File: src/rtl/fpa_pkg.sv
// Shared types and constants for the Q24.8 fixed-point ALU.
// Request and response payloads, operation codes, per-stage sideband.
// No dependencies.
`default_nettype none

package fpa_pkg;

    localparam int DATA_W        = 32;
    localparam int FRAC_BITS_DEF = 8;

    // operation codes carried in the kind field
    localparam logic [2:0] OP_ADD = 3'd0;
    localparam logic [2:0] OP_SUB = 3'd1;
    localparam logic [2:0] OP_MUL = 3'd2;
    localparam logic [2:0] OP_DIV = 3'd3;
    localparam logic [2:0] OP_MIN = 3'd4;
    localparam logic [2:0] OP_MAX = 3'd5;

    typedef struct packed {
        logic [2:0]               kind;
        logic signed [DATA_W-1:0] left_raw;
        logic signed [DATA_W-1:0] right_raw;
    } req_t;

    typedef struct packed {
        logic signed [DATA_W-1:0] result_raw;
        logic                     is_less;
        logic                     is_equal;
        logic                     is_greater;
        logic                     div_zero;
    } rsp_t;

    // sideband that rides along the divider chain with each request
    typedef struct packed {
        logic [2:0]        kind;
        logic [DATA_W-1:0] simple_res;  // add/sub/mul/min/max result
        logic              is_less;
        logic              is_equal;
        logic              is_greater;
        logic              div_zero;
        logic              quot_neg;    // operand signs differ
    } meta_t;

endpackage

`default_nettype wire

File: src/rtl/fpa_prep.sv
// Front stage: compare flags, add/sub/mul/min/max, divider operand setup.
// Depends on fpa_pkg.
`default_nettype none

module fpa_prep #(
    parameter int FRAC_BITS = fpa_pkg::FRAC_BITS_DEF
) (
    input  wire                                        clk,
    input  wire                                        rst_n,
    input  wire                                        up_valid,
    output logic                                       up_ready,
    input  fpa_pkg::req_t                              up_req,
    output logic                                       down_valid,
    input  wire                                        down_ready,
    output fpa_pkg::meta_t                             down_meta,
    output logic [fpa_pkg::DATA_W-1:0]                 down_rem,
    output logic [fpa_pkg::DATA_W+FRAC_BITS-1:0]       down_dq,
    output logic [fpa_pkg::DATA_W-1:0]                 down_dvs
);

    localparam int W  = fpa_pkg::DATA_W;
    localparam int DW = W + FRAC_BITS;

    logic                  valid_reg;
    fpa_pkg::meta_t        meta_reg, meta_next;
    logic [DW-1:0]         dq_reg, dq_next;
    logic [W-1:0]          dvs_reg, dvs_next;

    logic signed [W-1:0]   a, b;
    logic signed [2*W-1:0] prod;
    logic [W-1:0]          a_mag, b_mag;

    assign a    = up_req.left_raw;
    assign b    = up_req.right_raw;
    assign prod = a * b;

    always_comb
    begin
        a_mag = a[W-1] ? (~a + W'(1)) : a;
        b_mag = b[W-1] ? (~b + W'(1)) : b;

        meta_next.kind       = up_req.kind;
        meta_next.is_less    = (a < b);
        meta_next.is_equal   = (a == b);
        meta_next.is_greater = (a > b);
        meta_next.div_zero   = (up_req.kind == fpa_pkg::OP_DIV) && (b == '0);
        meta_next.quot_neg   = a[W-1] ^ b[W-1];

        case (up_req.kind)
            fpa_pkg::OP_ADD: meta_next.simple_res = a + b;
            fpa_pkg::OP_SUB: meta_next.simple_res = a - b;
            fpa_pkg::OP_MUL: meta_next.simple_res = prod[FRAC_BITS+W-1:FRAC_BITS];
            fpa_pkg::OP_MIN: meta_next.simple_res = (a < b) ? a : b;
            fpa_pkg::OP_MAX: meta_next.simple_res = (a > b) ? a : b;
            default:         meta_next.simple_res = '0;
        endcase

        dq_next  = {a_mag, {FRAC_BITS{1'b0}}};
        dvs_next = b_mag;
    end

    assign up_ready = !valid_reg || down_ready;

    always_ff @(posedge clk or negedge rst_n)
    begin
        if (!rst_n)
        begin
            valid_reg <= 1'b0;
        end
        else if (up_ready)
        begin
            valid_reg <= up_valid;
        end
    end

    always_ff @(posedge clk)
    begin
        if (up_ready && up_valid)
        begin
            meta_reg <= meta_next;
            dq_reg   <= dq_next;
            dvs_reg  <= dvs_next;
        end
    end

    assign down_valid = valid_reg;
    assign down_meta  = meta_reg;
    assign down_rem   = '0;
    assign down_dq    = dq_reg;
    assign down_dvs   = dvs_reg;

endmodule

`default_nettype wire

File: config.mk
export PLATFORM = sky130hd
export DESIGN_NAME = fpa_prep
export DESIGN_NICKNAME = d
export VERILOG_FILES = /design/src/rtl/fpa_pkg.sv /design/src/rtl/fpa_prep.sv
export SDC_FILE = /design/constraint.sdc
export NUM_CORES = 2
export LEC_CHECK = 0
export ABC_AREA = 1
export BUFFER_PORTS_ARGS = -buffer_cell sky130_fd_sc_hd__buf_2
export CELL_PAD_IN_SITES_DETAIL_PLACEMENT = 1
export CELL_PAD_IN_SITES_GLOBAL_PLACEMENT = 1
export CORE_ASPECT_RATIO = 1.2
export CORE_UTILIZATION = 30
export DETAILED_ROUTE_END_ITERATION = 8
export GPL_TIMING_DRIVEN = 0
export PLACE_DENSITY = 0.64
export RECOVER_POWER = 100
export SYNTH_ARGS = -nofsm -noshare
export SYNTH_HDL_FRONTEND = slang
export SYNTH_SLANG_ARGS = --single-unit
File: constraint.sdc
create_clock -name clk -period 13.8 [get_ports clk]
set_clock_uncertainty 0.05 [all_clocks]
set_input_delay 2.76 -clock clk [delete_from_list [all_inputs] [get_ports clk]]
set_output_delay 2.76 -clock clk [all_outputs]
set_load 0.02 [all_outputs]
==> results.sh <==
export IMPL_syn_area_sq_mm=0.0355
export IMPL_dieArea_sq_mm=0.120
export IMPL_synth_seq_area_share_pct=8.86
export IMPL_synth_common_cells="1385 x inv_1, 1212 x nand2_1, 644 x fa_1"
export IMPL_worst_slew_pin_slew_ps=1650
export IMPL_status="complete, but fails checks"
export IMPL_htreeDepth=3
export IMPL_yosysTopAreaCell="fa_1"
export IMPL_cts_sinks=105
export IMPL_violations="capacitance limit, slew limit"
export IMPL_rsz0062_at_grt="no"
export IMPL_critPathSlowestCell="clkbuf_1"
export IMPL_hold_violations=0
export IMPL_critical_path_max_stage_delay_ps=1120
export IMPL_initial_utilization_pct=30.4
export IMPL_drt_wirelength_per_cell_um=26.5
export IMPL_vias_per_cell=4.98
export IMPL_syn2layout_area_growth_pct=8.79
export IMPL_design_core_area_sq_mm=0.117
export IMPL_ys_warnings_count=0
export IMPL_grt_antenna_before_repair=4
export IMPL_synth_area_top_cells="fa_1 36%, inv_1 15%, nand2_1 13%"
export IMPL_gr_total_overflow=0
export IMPL_yosysUniqueCellTypes=54
export IMPL_grt_max_degree=31
export IMPL_cts_root_buf="clkbuf_16"
export IMPL_fin_crit_ps=12400
export IMPL_num_rows=137
export IMPL_cts_buffers=9
export IMPL_path_max_fanout=10
export IMPL_post_cts_buffers=0
export IMPL_synth_seq_cells=105
export IMPL_ys_flop_type="edfxtp_1"
export IMPL_required_ps=13910
export IMPL_fin_crit_sh_pct=89.8
export IMPL_crit_start="up_req[43]"
export IMPL_holdWs_ps=492
export IMPL_synthCells=4872
export IMPL_post_cts_resized=0
export IMPL_crit_buf_inv=6
export IMPL_n_fill_cell=14800
export IMPL_relSlewSlack_pct=-9.81
export IMPL_crit_path_end_kind="register"
export IMPL_crit_family="adder cells"
export IMPL_cp_common_cell="fa_1"
export IMPL_grt_pass1_vias=35900
export IMPL_cts_buffer_depth=2
export IMPL_gp_congestion=0.974
export IMPL_die_height_um=379
export IMPL_hold_start="down_valid"
export IMPL_synth_top_cell_area_share_pct=36.3
export IMPL_synth_edf_count=104
export IMPL_drv_slew=71
export IMPL_synth_most_common_cell="inv_1"
export IMPL_die_width_um=316
export IMPL_clkTransAtPathRegs_ps=90
export IMPL_dr_pass1_iters=5
export IMPL_drt_total_wl_um=176000
export IMPL_postRouteAntennaNets=0
export IMPL_maxCapViolations=4
export IMPL_grt_first_pass_wirelength_um=251000
export IMPL_regToRegSetupSlack_ps=8570
export IMPL_critPathLaunchType="input port"
export IMPL_min_path_type="reg2reg"
export IMPL_drive_gt1_share_pct=3.82
export IMPL_clock_latency_ps=420
export IMPL_fmax_mhz=80.7
export IMPL_num_vias=33100
export IMPL_route_detailed_drc=0
export IMPL_dp_hpwl_um=151000
export IMPL_setup_viol=0
export IMPL_grt_usage_pct=29.8
export IMPL_ioPinCount=217
export IMPL_regToRegStartpoint="down_valid"
export IMPL_nets=6038
export IMPL_cts_tree="yes"
export IMPL_worstPathArrival_ps=12510
export IMPL_portBuffers=176
export IMPL_async_reset_ff_share_pct=0.952
export IMPL_first_iter_violations=2015
export IMPL_worst_setup_path_type="in2reg"
export IMPL_cts_hold_repair_buffers=0
export IMPL_fin_setup_tns_ps=0
export IMPL_syn_area_per_cell_sq_um=7.29
==> kinds of logic (layout without fill, tap and decap cells) <==
| family | after synthesis | count (layout) | share of synthesized area, % |
|---|---|---|---|
| flops | 105 | 105 | 8.86 |
| xor+xnor | 74 | 74 | 1.82 |
| simple gates | 1731 | 1731 | 19.7 |
| compound gates | 434 | 434 | 7.37 |
| other cells | 1 | 43 | 0.0106 |
| buf+inv | 1663 | 1860 | 18.2 |
| fa+ha+maj | 864 | 864 | 44.0 |
==> stage by stage <==
| stage | std cells | setup WS, ps | util (%) | cell area, sq um |
|---|---|---|---|---|
| 6_report | 6640 | 1400 | 33.1 | 38600 |
| 5_1_grt | 6637 | 1400 | 33.1 | 38600 |
| 4_1_cts | 6637 | 1730 | 33.3 | 38900 |
| 3_5_place_dp | 6621 | 1310 | 33.0 | 38600 |
| 3_3_place_gp | 6616 | 1310 | 32.9 | 38500 |
| 2_1_floorplan | 4911 | 4470 | - | 35700 |
==> layout make-up <==
cell class | instances | area [sq um] | area share [%]
Multi-Input combinational cell | 3143 | 26000 | 67.4
Clock inverter | 7 | 88.8 | 0.230
Tap cell | 1529 | 1910 | 4.95
Buffer | 271 | 1240 | 3.21
Antenna cell | 3 | 7.51 | 0.0194
Timing Repair Buffer | 181 | 763 | 1.97
Sequential cell | 105 | 3150 | 8.15
Clock buffer | 9 | 225 | 0.583
Inverter | 1392 | 5230 | 13.5
==> metal layers <==
| layer | vias to the layer above | GRT usage, % | part of all wire, % |
|---|---|---|---|
| li1 | 14600 | - | - |
| met1 | 17200 | 33.8 | 38 |
| met2 | 1009 | 51.9 | 49 |
| met3 | 348 | 3.25 | 4.7 |
| met4 | 4 | 21.4 | 8.4 |
| met5 | - | 0 | 0.013 |
==> placed cells by master (no fill, tap or decap), drive strengths merged, types with 2 or more instances in the layout <==
cell,Yosys,layout
nor3,43,43
and3,2,2
o31ai,2,2
a21o,23,23
ha,220,220
a21oi,164,164
inv,1390,1394
xnor2,13,13
o221ai,2,2
or2,7,7
a21boi,9,9
xor2,61,61
a211oi,2,2
conb,1,40
nand3b,12,12
nand2,1219,1219
nor2,244,244
a31oi,15,15
o211ai,56,56
clkbuf,157,289
clkinv,2,5
diode,0,3
o21bai,9,9
buf,114,172
edfxtp,104,104
a221oi,2,2
nand4,48,48
o21a,9,9
nor4,6,6
nand3,149,149
o21ai,135,135
fa,644,644
==> flip-flops by register name, summed over array words and instances, names as in the netlist <==
signal / flops
down_valid: 1
down_meta: 40
down_dvs: 32
down_dq: 32
==> worst min-delay path: cells and delay by family (launching register included) <==
family           cells  cell delay (ps)
and+or+nand+nor      2              140
DFF                  1              380
==> worst paths after layout <==
kind	endpoint	cells past startpoint
worst min register to register	down_valid	2
min in group asynchronous	down_valid	1
worst max-delay path	down_meta[28]	25
max in group asynchronous	down_valid	1
worst max register to register	down_meta[21]	4
worst min-delay path	down_valid	2
Power is left out: the tool's default activity adds up to more than one toggle a clock period on the data nets, which glitch-free logic cannot reach.
