`src/rtl/fpa_pkg.sv`:
```
// Shared types and constants for the Q24.8 fixed-point ALU.
// Request and response payloads, operation codes, per-stage sideband.
// No dependencies.
`default_nettype none

package fpa_pkg;

    localparam int DATA_W        = 32;
    localparam int FRAC_BITS_DEF = 8;

    // operation codes carried in the kind field
    localparam logic [2:0] OP_ADD = 3'd0;
    localparam logic [2:0] OP_SUB = 3'd1;
    localparam logic [2:0] OP_MUL = 3'd2;
    localparam logic [2:0] OP_DIV = 3'd3;
    localparam logic [2:0] OP_MIN = 3'd4;
    localparam logic [2:0] OP_MAX = 3'd5;

    typedef struct packed {
        logic [2:0]               kind;
        logic signed [DATA_W-1:0] left_raw;
        logic signed [DATA_W-1:0] right_raw;
    } req_t;

    typedef struct packed {
        logic signed [DATA_W-1:0] result_raw;
        logic                     is_less;
        logic                     is_equal;
        logic                     is_greater;
        logic                     div_zero;
    } rsp_t;

    // sideband that rides along the divider chain with each request
    typedef struct packed {
        logic [2:0]        kind;
        logic [DATA_W-1:0] simple_res;  // add/sub/mul/min/max result
        logic              is_less;
        logic              is_equal;
        logic              is_greater;
        logic              div_zero;
        logic              quot_neg;    // operand signs differ
    } meta_t;

endpackage

`default_nettype wire

```
`src/rtl/fpa_finish.sv`:
```
// Output stage: quotient sign fix, result select, response register.
// Depends on fpa_pkg.
`default_nettype none

module fpa_finish #(
    parameter int FRAC_BITS = fpa_pkg::FRAC_BITS_DEF
) (
    input  wire                                  clk,
    input  wire                                  rst_n,
    input  wire                                  up_valid,
    output logic                                 up_ready,
    input  fpa_pkg::meta_t                       up_meta,
    input  wire  [fpa_pkg::DATA_W+FRAC_BITS-1:0] up_dq,
    output logic                                 rsp_valid,
    input  wire                                  rsp_ready,
    output fpa_pkg::rsp_t                        rsp
);

    localparam int W = fpa_pkg::DATA_W;

    logic          valid_reg;
    fpa_pkg::rsp_t rsp_reg, rsp_next;
    logic [W-1:0]  quot, quot_signed;

    always_comb
    begin
        quot        = up_dq[W-1:0];
        quot_signed = up_meta.quot_neg ? (~quot + W'(1)) : quot;

        if (up_meta.kind == fpa_pkg::OP_DIV)
        begin
            rsp_next.result_raw = up_meta.div_zero ? '0 : quot_signed;
        end
        else
        begin
            rsp_next.result_raw = up_meta.simple_res;
        end
        rsp_next.is_less    = up_meta.is_less;
        rsp_next.is_equal   = up_meta.is_equal;
        rsp_next.is_greater = up_meta.is_greater;
        rsp_next.div_zero   = up_meta.div_zero;
    end

    assign up_ready = !valid_reg || rsp_ready;

    always_ff @(posedge clk or negedge rst_n)
    begin
        if (!rst_n)
        begin
            valid_reg <= 1'b0;
        end
        else if (up_ready)
        begin
            valid_reg <= up_valid;
        end
    end

    always_ff @(posedge clk)
    begin
        if (up_ready && up_valid)
        begin
            rsp_reg <= rsp_next;
        end
    end

    assign rsp_valid = valid_reg;
    assign rsp       = rsp_reg;

endmodule

`default_nettype wire

```
`config.mk`:
```
export PLATFORM = sky130hd
export DESIGN_NAME = fpa_finish
export DESIGN_NICKNAME = d
export VERILOG_FILES = /design/src/rtl/fpa_pkg.sv /design/src/rtl/fpa_finish.sv
export SDC_FILE = /design/constraint.sdc
export NUM_CORES = 1
export LEC_CHECK = 0
export ABC_CLOCK_PERIOD_IN_PS = 2200
export BUFFER_PORTS_ARGS = -buffer_cell sky130_fd_sc_hd__buf_2
export CAP_MARGIN = 20
export CORE_MARGIN = 3
export CORE_UTILIZATION = 45
export CTS_CLUSTER_DIAMETER = 120
export CTS_CLUSTER_SIZE = 20
export DETAILED_ROUTE_END_ITERATION = 10
export GPL_TIMING_DRIVEN = 0
export PLACE_DENSITY = 0.81
export SLEW_MARGIN = 30
export SYNTH_ARGS = -nofsm -noshare
export SYNTH_HDL_FRONTEND = slang
export SYNTH_SLANG_ARGS = --single-unit
export TNS_END_PERCENT = 30
```
`constraint.sdc`:
```
create_clock -name clk -period 2.2 [get_ports clk]
set_input_delay 0.44 -clock clk [delete_from_list [all_inputs] [get_ports clk]]
set_output_delay 0.44 -clock clk [all_outputs]
set_load 0.05 [all_outputs]
```
==> results.md, run 1 <==
* Status: finished, final reports clean
* First-pass GRT wire length at 9900 µm
* GR Util met3 at 5.44%
* Clk_lat worst skew at 0.29 ns
* H-tree lvl count at 2
* Cell Area, Placed at 2880 µm²
* CTS tree: yes
* Die width at 76.4 µm
* Area of the multi-input gates at 1060 µm²
* Fraction of registers with async set/reset at 2.70%
* Core Region at 4560 µm²
* Setup crit start: up_dq[2]
* GPL Wtd Cong at 0.844
* Post-Layout Cell Count at 409
* Vias in the first global route at 2,075
* Start point of the worst hold path: up_meta[3]
* Placed cells at 400
* Setup CP Type: in -> reg
* Filler cells at 395
* Via density at 5.25
* Max-cap violations at 0
* Worst path required time at 2.24 ns
* Synth cell types at 36
* Sequential cell area at 1110 µm²
* Fin crit period at 2.03 ns
* Syn Inst Count at 222
* Max FFs per register at 36
* Detailed placement HPWL at 4760 µm
* Worst r2r src: rsp_valid
* Die Ht at 76.4 µm
* Diodes inserted at 0
* Final ANT Viol Nets at 0
* Root buffer cell: clkbuf_8
* Skew final at 0.00438 ns
* Fin. max-slew vios at 0
* Fmax at 492 MHz
* PwrDens at 659 nW/µm²
* Fraction of layout cells with a size suffix above 1 at 38.1%
* Grt ovf at 0
* P&R area growth vs syn at 35.9%
* Crit path DAT at 2.07 ns
* IO Port Bufs at 113
* Largest net degree at the start of global routing at 37
* Die ar. at 5830 µm²
* Post-Syn Nets at 307
* Cell Rows at 24
* Cell Chain, Critical Path: buf_2 -> nor3_2 -> nand3_1 -> buf_2 -> o41ai_1 -> xor2_1 -> o21ai_1
* Hold Crit Class: in -> reg
* Clock-pin transition on the worst setup and hold timing paths at 0.07 ns
* CP Launch Type: primary input
* Maximum vdd ir drop at 0.259 mV
* Prevailing post-synth register cell: edfxtp_1
* Met2 Usage GRT at 35.9%
* Sink Count at 37
* Initial antenna violation count at 0
* Worst path most repeated cell: buf_2
* Final setup vio count at 0
* Via count at 2,146
* Seq/Total Area, Yosys at 49.7%
* Grt met1 use at 26.6%
* Ports at 122
* CTS buffer count at 5
* EDFF count, synth at 36
* Number of synthesized register bits at 37
* Design Power at 1.99 mW
* Final hold vios at 0
* WL per Instance at 15.0 µm
* DR DRC count at 0
* Syn Area/Cell at 10.0 µm²
* NumNets Final at 428
* 1st-pass router iterations at 5
* CP max stage cell: o41ai_1
* Setup crit end kind: flip-flop
* Fin area at 3030 µm²
* Global route hottest layer: met2
* Yosys warns at 0
* Rel. slew slack at 43.6%
* Total wire length at 6150 µm
* Crit share post-route at 92.3%
* Initial core utilization at 48.8%
* Worst-Margin Slew at 0.846 ns
* Synth Cell Area at 2230 µm²
* CTS max path bufs at 2
* Tot GR Track Use at 21.3%
* Critical Path Max Stage Delay at 0.52 ns
* CP Max Fanout at 10
* Cell leakage power at 1.30 nW
* WHS at 0.317 ns
* Initial DRC Count at 132
[per-layer routing]
| metal | vias to the layer above | share of wire (%) |
|---|---|---|
| met4 | 0 | 2.0 |
| met3 | 11 | 7.2 |
| li1 | 1068 | - |
| met2 | 96 | 49 |
| met1 | 971 | 42 |
| met5 | - | 0 |
[area by class of cell]
cell class                 count  share of cell area (%)
timing repair buffer         114                    19.0
sequential                    37                    36.5
buffer                        15                    1.98
inverter                       2                   0.248
multi-input combinational    168                    35.1
clock inverter                 3                    2.15
tap                           65                    2.69
clock buffer                   5                    2.27
[cells in the final DEF (no fill, tap or decap), types with 2 or more instances in the layout]
master / n
nand4_1: 2
o41ai_1: 10
inv_1: 2
nand3_1: 6
xor2_1: 26
or2_2: 2
nand2b_1: 4
o41ai_2: 2
nor2_1: 8
nor3_1: 5
or4_1: 2
xnor2_1: 2
or3_1: 4
buf_2: 116
edfxtp_1: 36
clkbuf_8: 5
clkbuf_1: 11
o31ai_1: 18
o21ai_1: 5
o21ai_0: 19
bufinv_16: 2
nand2_1: 39
[metrics by stage]
step	worst slack (ns)	utilization [%]	TNS, ns
3_3_place_gp	-0.104	63.0	-0.313
4_1_cts	0.193	66.1	0
3_5_place_dp	-0.113	63.0	-0.441
6_report	0.168	66.3	0
2_1_floorplan	0.136	-	0
5_1_grt	-0.0298	66.3	-0.0791
[kinds of logic after synthesis]
kind of cell / count (synthesis) / share of synthesized area, %
multiplexers: 1 / 0.449
AND/OR/NAND/NOR: 81 / 17.6
buffers and inverters: 17 / 3.03
XOR/XNOR: 28 / 11.0
AO/OA/AOI/OAI: 57 / 17.6
adder cells (fa/ha/maj): 1 / 0.562
flip-flops: 37 / 49.7
[worst paths after layout]
path	end	slack [ns]	cells after the start
max	rsp[33]	0.17	7
min	rsp[2]	0.32	1
max reg2reg	rsp[32]	0.61	2
min reg2reg	rsp_valid	0.55	2
max in group asynchronous	rsp_valid	1.67	2
min in group asynchronous	rsp_valid	0.45	2
[Yosys cell counts (all sizes together), types with 2 or more instances]
library cell,n,share of area (%)
buf,4,0.84
clkbuf,11,1.9
edfxtp,36,49
inv,2,0.34
nand2,39,6.6
nand2b,4,1.1
nand3,6,1.3
nand4,2,0.56
nor2,8,1.3
nor3,6,1.6
nor4,2,0.84
o21ai,24,5.4
o31ai,18,6.1
o41ai,12,5.1
or2,3,0.84
or3,4,1.1
or4,2,0.67
xnor2,2,0.79
xor2,26,10
[worst max-delay path, delay by kind of cell]
kind	cells	cell delay, ns
AOI/OAI and AO/OA	2	0.59
xor gates and xnor gates	1	0.21
buffers and inverters	2	0.37
and+or+nand+nor	2	0.46
[what timing repair did]
item / CTS / global route
endpoints found under the hold margin: 1 / 0
endpoints found under the setup margin: 0 / 1
resized for setup: 0 / 1
buffers inserted: 0 / 0
hold buffers: 1 / 0
[where the power goes]
part | total, mW | switching [mW] | internal [mW]
combinational | 0.457 | 0.314 | 0.142
sequential | 0.838 | 0.00904 | 0.829
clock | 0.700 | 0.249 | 0.450
Power figures use the tool's default switching activity.
==> inputs of run 2 (changes only) <==
BUFFER_PORTS_ARGS = unset   (was -buffer_cell sky130_fd_sc_hd__buf_2)
CORE_UTILIZATION = 55   (was 45)
DONT_BUFFER_PORTS = 1   (was unset)
PLACE_DENSITY = 0.7   (was 0.81)
==> results.md, run 2 (same netlist as run 1, synthesis figures left out) <==
* Final hold vios at 0
* Core Region at 3770 µm²
* 1st-pass router iterations at 4
* Diodes inserted at 0
* Post-Layout Cell Count at 279
* Cell Rows at 22
* PwrDens at 686 nW/µm²
* Setup crit end kind: flip-flop
* CP Max Fanout at 36
* H-tree lvl count at 2
* Die ar. at 4850 µm²
* Leading cell type in the layout, fill and taps excluded: nand2_1
* Status: finished, final reports clean
* Ports at 122
* Met2 Usage GRT at 41.2%
* Final setup vio count at 0
* Via density at 6.52
* R2R setup slack at 0.16 ns
* Fraction of layout cells with a size suffix above 1 at 6.93%
* Clk_lat worst skew at 0.28 ns
* Critical Path Max Stage Delay at 0.57 ns
* CTS max path bufs at 2
* Global route hottest layer: met2
* CTS buffer count at 5
* First-pass GRT wire length at 9070 µm
* Worst hold path depth at 0
* GR Util met3 at 9.13%
* Cell Area, Placed at 2290 µm²
* Sink Count at 37
* Initial DRC Count at 138
* Fin crit period at 2.04 ns
* Tot GR Track Use at 23.8%
* CP max stage cell: dfrtp_1
* Detailed placement HPWL at 4350 µm
* Rel. slew slack at 61.4%
* Worst-Margin Slew at 0.579 ns
* Fmax at 491 MHz
* Max-cap violations at 0
* Fin. max-slew vios at 0
* Grt ovf at 0
* Hold Crit Class: in -> reg
* Root buffer cell: clkbuf_8
* WHS at 0.247 ns
* Final TNS setup at 0 ns
* Largest net degree at the start of global routing at 37
* Die width at 69.6 µm
* RSZ-0062 raised after global routing: no
* Reg2reg path depth at 2
* Most frequent cells in the layout: nand2_1 (39), edfxtp_1 (36), xor2_1 (26)
* Setup CP Type: reg -> reg
* Via count at 1,818
* P&R area growth vs syn at 6.97%
* Initial core utilization at 59.1%
* Die Ht at 69.6 µm
* Max FFs per register at 36
* Skew final at 0.00193 ns
* Cell leakage power at 0.826 nW
* CTS tree: yes
* Crit path DAT at 1.97 ns
* IO Port Bufs at 0
* Worst path required time at 2.13 ns
* Clock-pin transition on the worst setup and hold timing paths at 0.07 ns
* Total wire length at 5680 µm
* Maximum vdd ir drop at 0.397 mV
* Cell Chain, Critical Path: nand2b_1 -> and2_4
* Initial antenna violation count at 0
* NumNets Final at 315
* GPL Wtd Cong at 0.873
* Placed cells at 270
* Fin area at 2380 µm²
* Final ANT Viol Nets at 0
* CP Launch Type: flip-flop
* Grt met1 use at 26.8%
* DR DRC count at 0
* WL per Instance at 20.4 µm
* Vias in the first global route at 1,848
* Crit share post-route at 92.6%
==> run 2: changes by cell type in the layout (fill, tap and decap cells not counted) <==
cell       delta
o41ai_2       -1
o41ai_1       +1
clkbuf_1      +1
bufinv_16     -2
and2_2        -1
and2_4        +1
buf_2       -113
clkinv_2      +1
==> run 2: final timing paths <==
kind / from / endpoint
max reg2reg: rsp_valid / rsp[29]
min in group asynchronous: rst_n / rsp_valid
max in group asynchronous: rst_n / rsp_valid
max: rsp_valid / rsp[29]
min reg2reg: rsp_valid / rsp_valid
min: up_meta[1] / rsp[0]
==> run 2: where the power goes <==
part	internal, mW	total [mW]	switching, mW	leakage, nW
registers	0.833	0.996	0.162	0.356
logic	0.0698	0.181	0.112	0.425
clock network	0.220	0.457	0.238	0.0450
total	1.12	1.63	0.512	0.826
==> run 2: final cells by class <==
class                      instances  area [µm²]
fill                             326        1390
inverter                           2        7.51
buffer                            15        60.1
sequential                        37        1110
timing repair buffer               1        10.0
clock buffer                       6        72.6
clock inverter                     2        10.0
tap                               48        60.1
multi-input combinational        168        1060
==> run 2: routing by layer <==
metal	vias to the layer above	wire length, µm
li1	840	-
met1	863	2090
met2	107	2890
met3	8	629
met4	0	76
met5	-	0
==> run 2: critical path, delay by kind of cell, from the launching register on <==
kind / cells / cell delay (ns)
flip-flops: 1 / 0.57
AND/OR/NAND/NOR: 2 / 1.10
==> run 2: through the flow <==
stage	worst slack, ns	power [mW]	utilization (%)
2_1_floorplan	0.136	1.15	-
3_3_place_gp	-0.0186	1.18	60.7
3_5_place_dp	-0.0928	1.19	60.7
4_1_cts	0.161	1.64	63.2
5_1_grt	0.0900	1.71	63.2
6_report	0.164	1.63	63.2
==> run 2: repair_timing <==
action                     4_1_cts  5_1_grt
hold endpoints to repair         1        0
gates resized for setup          1        0
setup endpoints to repair       36        0
hold buffers                     1        0
buffers inserted                 0        0
