File: config.mk
export PLATFORM = sky130hd
export DESIGN_NAME = fpa_div_cell
export DESIGN_NICKNAME = d
export VERILOG_FILES = /design/src/rtl/fpa_pkg.sv /design/src/rtl/fpa_div_cell.sv
export SDC_FILE = /design/constraint.sdc
export NUM_CORES = 1
export LEC_CHECK = 0
export ABC_CLOCK_PERIOD_IN_PS = 5100
export BUFFER_PORTS_ARGS = -buffer_cell sky130_fd_sc_hd__buf_4
export CAP_MARGIN = 20
export CORE_AREA = 5 5 126 128
export CTS_CLUSTER_DIAMETER = 80
export DETAILED_ROUTE_END_ITERATION = 8
export DIE_AREA = 0 0 131 133
export GPL_TIMING_DRIVEN = 1
export PLACE_DENSITY = 0.77
export SLEW_MARGIN = 20
export SYNTH_ARGS = -nofsm -noshare
export SYNTH_HDL_FRONTEND = slang
export SYNTH_SLANG_ARGS = --single-unit
File: constraint.sdc
create_clock -name clk -period 5.1 [get_ports clk]
set_clock_uncertainty 0.15 [all_clocks]
set_input_delay 0.255 -clock clk [delete_from_list [all_inputs] [get_ports clk]]
set_output_delay 0.255 -clock clk [all_outputs]
set_load 0.01 [all_outputs]
File: src/rtl/fpa_pkg.sv
// Shared types and constants for the Q24.8 fixed-point ALU.
// Request and response payloads, operation codes, per-stage sideband.
// No dependencies.
`default_nettype none

package fpa_pkg;

    localparam int DATA_W        = 32;
    localparam int FRAC_BITS_DEF = 8;

    // operation codes carried in the kind field
    localparam logic [2:0] OP_ADD = 3'd0;
    localparam logic [2:0] OP_SUB = 3'd1;
    localparam logic [2:0] OP_MUL = 3'd2;
    localparam logic [2:0] OP_DIV = 3'd3;
    localparam logic [2:0] OP_MIN = 3'd4;
    localparam logic [2:0] OP_MAX = 3'd5;

    typedef struct packed {
        logic [2:0]               kind;
        logic signed [DATA_W-1:0] left_raw;
        logic signed [DATA_W-1:0] right_raw;
    } req_t;

    typedef struct packed {
        logic signed [DATA_W-1:0] result_raw;
        logic                     is_less;
        logic                     is_equal;
        logic                     is_greater;
        logic                     div_zero;
    } rsp_t;

    // sideband that rides along the divider chain with each request
    typedef struct packed {
        logic [2:0]        kind;
        logic [DATA_W-1:0] simple_res;  // add/sub/mul/min/max result
        logic              is_less;
        logic              is_equal;
        logic              is_greater;
        logic              div_zero;
        logic              quot_neg;    // operand signs differ
    } meta_t;

endpackage

`default_nettype wire

File: src/rtl/fpa_div_cell.sv
// One restoring-division step: shifts in one dividend bit, emits one quotient bit.
// Depends on fpa_pkg.
`default_nettype none

module fpa_div_cell #(
    parameter int FRAC_BITS = fpa_pkg::FRAC_BITS_DEF
) (
    input  wire                                  clk,
    input  wire                                  rst_n,
    input  wire                                  up_valid,
    output logic                                 up_ready,
    input  fpa_pkg::meta_t                       up_meta,
    input  wire  [fpa_pkg::DATA_W-1:0]           up_rem,
    input  wire  [fpa_pkg::DATA_W+FRAC_BITS-1:0] up_dq,
    input  wire  [fpa_pkg::DATA_W-1:0]           up_dvs,
    output logic                                 down_valid,
    input  wire                                  down_ready,
    output fpa_pkg::meta_t                       down_meta,
    output logic [fpa_pkg::DATA_W-1:0]           down_rem,
    output logic [fpa_pkg::DATA_W+FRAC_BITS-1:0] down_dq,
    output logic [fpa_pkg::DATA_W-1:0]           down_dvs
);

    localparam int W  = fpa_pkg::DATA_W;
    localparam int DW = W + FRAC_BITS;

    logic           valid_reg;
    fpa_pkg::meta_t meta_reg;
    logic [W-1:0]   rem_reg, rem_next;
    logic [DW-1:0]  dq_reg, dq_next;
    logic [W-1:0]   dvs_reg;

    logic [W:0]     trial, diff;
    logic           take;

    // remainder stays below the divisor, so trial minus divisor fits in W bits
    always_comb
    begin
        trial    = {up_rem, up_dq[DW-1]};
        diff     = trial - {1'b0, up_dvs};
        take     = !diff[W];
        rem_next = take ? diff[W-1:0] : trial[W-1:0];
        dq_next  = {up_dq[DW-2:0], take};
    end

    assign up_ready = !valid_reg || down_ready;

    always_ff @(posedge clk or negedge rst_n)
    begin
        if (!rst_n)
        begin
            valid_reg <= 1'b0;
        end
        else if (up_ready)
        begin
            valid_reg <= up_valid;
        end
    end

    always_ff @(posedge clk)
    begin
        if (up_ready && up_valid)
        begin
            meta_reg <= up_meta;
            rem_reg  <= rem_next;
            dq_reg   <= dq_next;
            dvs_reg  <= up_dvs;
        end
    end

    assign down_valid = valid_reg;
    assign down_meta  = meta_reg;
    assign down_rem   = rem_reg;
    assign down_dq    = dq_reg;
    assign down_dvs   = dvs_reg;

endmodule

`default_nettype wire

==> results of run 1 <==
cells by family (layout without fill, tap and decap cells):
kind of cell    count (synthesis)  after routing  share of synthesized area (%)
compound gates                120            120                           11.7
xor+xnor                       24             24                           3.08
fa+ha+maj                      33             33                           6.16
buf+inv                        57            512                           3.48
flops                         145            145                           63.8
mux                            18             18                           3.96
other cells                     0              4                              0
simple gates                  111            111                           7.87
area by class of cell:
type | count | area, sq um | share of cell area (%)
tap | 188 | 235 | 2.10
clock buffer | 17 | 425 | 3.80
antenna | 4 | 10.0 | 0.0895
multi-input combinational | 306 | 2240 | 20.0
timing repair buffer | 438 | 3640 | 32.6
sequential | 145 | 4350 | 38.9
clock inverter | 15 | 124 | 1.11
inverter | 42 | 158 | 1.41
worst min path at each step:
| stage | start | end | slack [ns] | depth (start not counted) |
|---|---|---|---|---|
| 6_report | up_rem[24] | down_rem[25] | 0.01 | 2 |
| 5_1_grt | up_rem[16] | down_rem[17] | 0.005 | 2 |
| 4_1_cts | up_rem[24] | down_rem[25] | 0.0003 | 2 |
| 3_5_place_dp | rst_n | down_valid | -0.12 | 1 |
| 3_3_place_gp | rst_n | down_valid | -0.12 | 1 |
| 2_1_floorplan | rst_n | down_valid | -0.19 | 0 |
through the flow:
stage	setup slack, ns	hold WS, ns
after CTS	1.50	0.000333
after global placement	1.71	-0.119
after floorplan	0.522	-0.191
final	1.48	0.0118
after global routing	1.34	0.00525
after detailed placement	1.64	-0.119
power groups by stage:
stage / clock network [W] / logic, W / registers, W
2_1_floorplan: 0 / 0.000319 / 0.00152
3_3_place_gp: 0 / 0.000641 / 0.00147
3_5_place_dp: 0 / 0.000654 / 0.00147
4_1_cts: 0.00118 / 0.000752 / 0.00145
5_1_grt: 0.00125 / 0.000823 / 0.00146
6_report: 0.00119 / 0.000766 / 0.00145
registers in the layout, indices dropped and copies added (netlist names):
register    cells
down_rem       32
down_valid      1
down_dvs       32
down_meta      40
down_dq        40
layer usage:
| metal | routed length, microns | vias to the layer above | part of all wire [%] |
|---|---|---|---|
| met5 | 0 | - | 0 |
| li1 | - | 2783 | - |
| met1 | 9140 | 2943 | 36 |
| met3 | 1870 | 54 | 7.4 |
| met4 | 683 | 0 | 2.7 |
| met2 | 13400 | 308 | 53 |
placed cells by master, fill, tap and decap left out, types with 5 or more instances in the layout:
cell type and count:
nor2b_1 5, edfxtp_1 144, buf_4 296, xnor2_1 14, inv_1 41, mux2_4 18, nand2b_1 7, o21a_1 6
xor2_1 10, nand2_1 44, nand3_1 11, nor2_1 16, and3_1 6, ha_1 32, o21ai_0 24, dlygate4sd3_1 142
nand4_1 7, o21bai_1 5, a21o_1 15, o211ai_1 8, clkbuf_16 17, a21oi_1 34, o31ai_1 5
timing repair:
item	4_1_cts	5_1_grt
hold endpoints to repair	141	0
hold buffers	142	0
gates resized for setup	0	0
critical path, cell delays in order:
cell	delay [ns]
dlygate4sd3_1	0.57
buf_4	0.13
inv_1	0.04
ha_1	0.40
a21oi_4	0.23
o211ai_1	0.12
a221o_1	0.33
a211o_1	0.29
o211ai_1	0.26
o211ai_4	0.12
inv_2	0.51
mux2_4	0.36
==> reports/metrics.cfg, run 1 <==
[status]
outcome=complete, no violations

[worst_setup_path]
cp.arrival_ns=3.64
worstSetupEndpointType=flip-flop
regToRegSetupSlack_ns=2.64
r2r_end=down_dq[28]
rr_worst_depth=3
reg2reg_from=down_valid
startpoint=up_dvs[16]
cp_max_fo=20
path_class=input pin to flip-flop
worstPathRequired_ns=5.12
crit_path_end=down_rem[22]
start_kind=input pin

[synthesis]
synthDistinctLibCells=50
synth_nets=689
netlist_instances=508
synth_area_per_cell_sq_um=13.4
yosysMostFrequentCell=edfxtp_1
yosys-top-cells-count=edfxtp_1, nand2_1, inv_1, a21oi_1, ha_1
ys_ff_latch=145
synthArstFlopShare_pct=0.690
netlist.area_leader.share_pct=63.4
synth_edf_count=144
ys_top_cells_by_area=edfxtp_1, ha_1, mux2_4
syn_area_sq_um=6820
ys_warn_count=0
yosysTopAreaCell=edfxtp_1
yosysSeqAreaShare_pct=63.8
synth_flop_cell=edfxtp_1

[layout]
drive_gt1_share_pct=36.3
fin_cells=1155
syn_to_final_growth_pct=63.9
final_util_pct=75.8
fillers=908
postLayoutCellArea_sq_um=11200
fin_nets=1131

[grt]
grt_pass1_vias=6381
track_usage_pct=27.8
gr-usage-met3_pct=6.10
grtUsageMet2_pct=50.8
overflow=0
antenna_found_initial=3
use_met1_pct=31.5
grt_pass1_wl_microns=36500
grt_most_used_layer=met2
grt_max_degree=61

[timing]
rsz0062_at_grt=no
fmax_mhz=276
final-max-slew-violation-count=0
slew_headroom_pct=45.8
setup_viol_count_final=0
hold_viol_final=0
setup_tns_ns=0
worstMarginPinSlew_ns=0.813
fin_crit_ns=3.62
fin_crit_sh_pct=70.9

[die]
die_area_sq_um=17400
fp.dieH_microns=133
initial_core_util_pct=46.2
num_io_pins=294
core_region_area_sq_um=14800
rows=45
die_x_microns=131

[clocking]
clock_latency_ns=0.42
clk_path_buf_depth=2
root_buffer=clkbuf_16
clock-sinks=145
cts_tree=done
clk_pin_slew_ns=0.06
cts_buffers=17
cts_setup_buffers=0
htree_levels=4

[power_and_ir_drop]
p_switching_w=0.000953
vdd_drop_max_v=0.000206
p_seq_share_pct=42.7
p_per_area_nw_per_um2=304
pwr-share-clk_pct=34.8
p_sw_share_pct=28.0
leakagePower_nw=4.91
cell_internal_pwr_w=0.00245
combPwrFrac_pct=22.5
finalPower_w=0.00340

[drt]
drt_wl_total_microns=25100
drt_iter0_drc=478
postRouteAntennaNets=0
wl_per_cell_microns=21.7
dr.pass1.iters=5
route.detailed.drc=0
via_count=6088
avgViaCountPerCell=5.27

[placed_design]
dp.cells=977
gp_congestion=0.912
placed_area_sq_um=9200
dp_hpwl_microns=16000
io_buffers=293

[run]
cap_violations=0

[hold_path]
hp-class=input pin to flip-flop

No activity file was read; power rests on OpenSTA's default activity.
==> inputs of run 2 (changes only) <==
--- a/config.mk
+++ b/config.mk
@@ -5,15 +5,15 @@
 export SDC_FILE = /design/constraint.sdc
 export NUM_CORES = 1
 export LEC_CHECK = 0
-export ABC_CLOCK_PERIOD_IN_PS = 5100
+export ABC_CLOCK_PERIOD_IN_PS = 2950
 export BUFFER_PORTS_ARGS = -buffer_cell sky130_fd_sc_hd__buf_4
 export CAP_MARGIN = 20
-export CORE_AREA = 5 5 126 128
+export CORE_AREA = 5 5 132 134
 export CTS_CLUSTER_DIAMETER = 80
 export DETAILED_ROUTE_END_ITERATION = 8
-export DIE_AREA = 0 0 131 133
+export DIE_AREA = 0 0 137 139
 export GPL_TIMING_DRIVEN = 1
-export PLACE_DENSITY = 0.77
+export PLACE_DENSITY = 0.74
 export SLEW_MARGIN = 20
 export SYNTH_ARGS = -nofsm -noshare
 export SYNTH_HDL_FRONTEND = slang
==> constraint.sdc (replaced) <==
create_clock -name clk -period 2.95 [get_ports clk]
set_clock_uncertainty 0.15 [all_clocks]
set_input_delay 0.1475 -clock clk [delete_from_list [all_inputs] [get_ports clk]]
set_output_delay 0.1475 -clock clk [all_outputs]
set_load 0.01 [all_outputs]
==> reports/metrics.cfg, run 2 (synthesized netlist as in run 1, its figures left out) <==
[drt]
avgViaCountPerCell=5.01  ; -5.0%
drt_wl_total_microns=25400  ; +1.3%
postRouteAntennaNets=0  ; unchanged
drt_iter0_drc=355  ; -26%
wl_per_cell_microns=20.8  ; -4.3%
via_count=6124  ; +0.59%
route.detailed.drc=0  ; unchanged
dr.pass1.iters=6  ; +1

[die]
core_region_area_sq_um=16200  ; +9.6%
rows=47  ; +4.4%
die_area_sq_um=19000  ; +9.3%
initial_core_util_pct=42.2  ; -4.1 points
die_x_microns=137  ; +4.6%
num_io_pins=294  ; unchanged
fp.dieH_microns=139  ; +4.5%

[clocking]
htree_levels=4  ; unchanged
clk_path_buf_depth=2  ; unchanged
cts_buffers=17  ; unchanged
clock_latency_ns=0.44  ; +0.02 ns
clock-sinks=145  ; unchanged
cts_tree=done
root_buffer=clkbuf_16
clk_pin_slew_ns=0.06  ; about the same

[timing]
rsz0062_at_grt=no
slew_headroom_pct=66.6  ; +21 points
final-max-slew-violation-count=0  ; unchanged
fin_ws_ns=0.0707  ; -1.41 ns
fin_crit_sh_pct=97.6
setup_viol_count_final=0  ; unchanged
worstMarginPinSlew_ns=0.500  ; -0.313 ns
fmax_mhz=347
fin_hold_ws_ns=0.0212  ; +0.00941 ns
fin_crit_ns=2.88
hold_viol_final=0  ; unchanged

[worst_setup_path]
cp.arrival_ns=2.91  ; -0.73 ns
path_class=input pin to flip-flop
cp_slowest_cell=dlygate4sd3_1
cpMostUsedCell=buf_4
worstSetupEndpointType=flip-flop
start_kind=input pin
cp_max_fo=7  ; -65%
worstPathRequired_ns=2.98  ; -2.14 ns
path_cells=dlygate4sd3_1 -> buf_4 -> ha_4 -> buf_4 -> a221o_1 -> a211o_1 -> o211ai_1 -> o211ai_4 -> inv_4 -> clkbuf_16 -> mux2_4
slowest_delay_ns=0.55  ; -0.02 ns

[power_and_ir_drop]
p_per_area_nw_per_um2=522  ; +71%
p_switching_w=0.00168  ; +77%
finalPower_w=0.00609  ; +79%
pwr-share-clk_pct=35.4  ; +0.6 points
combPwrFrac_pct=23.5  ; +1.0 points
leakagePower_nw=5.11  ; +4.2%
cell_internal_pwr_w=0.00440  ; +80%
vdd_drop_max_v=0.000457  ; +120%
p_seq_share_pct=41.2  ; -1.5 points
p_sw_share_pct=27.7  ; -0.33 points

[hold_path]
hp-class=input pin to flip-flop

[layout]
final_cell_mix=buf_4, dlygate4sd3_1, edfxtp_1, nand2_1, inv_1
fin_nets=1167  ; +3.2%
syn_to_final_growth_pct=71.1
final_util_pct=72.2  ; -3.6 points
postLayoutCellArea_sq_um=11700  ; +4.4%
fillers=1053  ; +16%
mostFrequentLayoutCell=buf_4
drive_gt1_share_pct=39.6  ; +3.3 points

[placed_design]
io_buffers=293  ; unchanged
gp_congestion=0.929  ; +1.9%
placed_area_sq_um=9500  ; +3.2%
dp_hpwl_microns=16600  ; +4.0%
place_ws_ns=-0.101  ; -1.74 ns

[grt]
grt_pass1_wl_microns=36900  ; +1.0%
antenna_found_initial=5  ; +2
track_usage_pct=25.9  ; -1.9 points
grt_pass1_vias=6377  ; -0.063%
overflow=0  ; unchanged
grt_max_degree=55  ; -9.8%

[status]
outcome=complete, no violations

[run]
cap_violations=0  ; unchanged

## run 2: final timing paths
path | from | to | slack (ns) | cells after the start
max | up_rem[18] | down_rem[17] | 0.07 | 11
min reg2reg | down_valid | down_meta[37] | 0.90 | 2
max in group asynchronous | rst_n | down_valid | 2.08 | 3
min | up_dvs[0] | down_rem[0] | 0.02 | 3
min in group asynchronous | rst_n | down_valid | 0.45 | 3
max reg2reg | down_valid | down_dvs[21] | 1.04 | 3
## run 2: worst max-delay path, delay by kind of cell
family | cells | cell delay [ns]
AO/OA/AOI/OAI | 4 | 1.07
buffers and inverters | 5 | 1.15
adder cells (fa/ha/maj) | 1 | 0.23
multiplexers | 1 | 0.30
## run 2: area by class of cell
| cell class | instances | area (sq um) | share of cell area, % |
|---|---|---|---|
| sequential | 145 | 4350 | 37.3 |
| timing repair buffer | 474 | 3990 | 34.2 |
| multi-input combinational | 306 | 2320 | 19.8 |
| clock buffer | 18 | 429 | 3.68 |
| tap | 220 | 275 | 2.36 |
| inverter | 42 | 160 | 1.37 |
| clock inverter | 14 | 144 | 1.23 |
| antenna | 4 | 10.0 | 0.0857 |
## run 2: stage by stage
step	std cells	TNS (ns)
2_1_floorplan	508	0
3_5_place_dp	1038	-1.83
5_1_grt	1223	0
6_report	1223	0
4_1_cts	1217	0
3_3_place_gp	1038	-0.337
## run 2: per-layer routing
metal	track usage [%]	vias up	wire length [microns]
li1	-	2862	-
met1	28.6	2916	9040
met2	45.6	286	13300
met3	7.69	58	2050
met4	11.1	2	975
met5	0	-	13
## run 2: power groups by stage
stage          Combinational, W  Sequential [W]  Clock, W
2_1_floorplan          0.000552         0.00261         0
3_3_place_gp            0.00118         0.00254         0
3_5_place_dp            0.00120         0.00254         0
4_1_cts                 0.00137         0.00250   0.00215
5_1_grt                 0.00154         0.00252   0.00228
6_report                0.00143         0.00251   0.00215
## run 2: repair_timing
item / in CTS / in global routing
hold buffers: 147 / 0
endpoints found under the hold margin: 145 / 0
setup endpoints to repair: 0 / 31
setup buffers: 0 / 1
resized for setup: 0 / 20
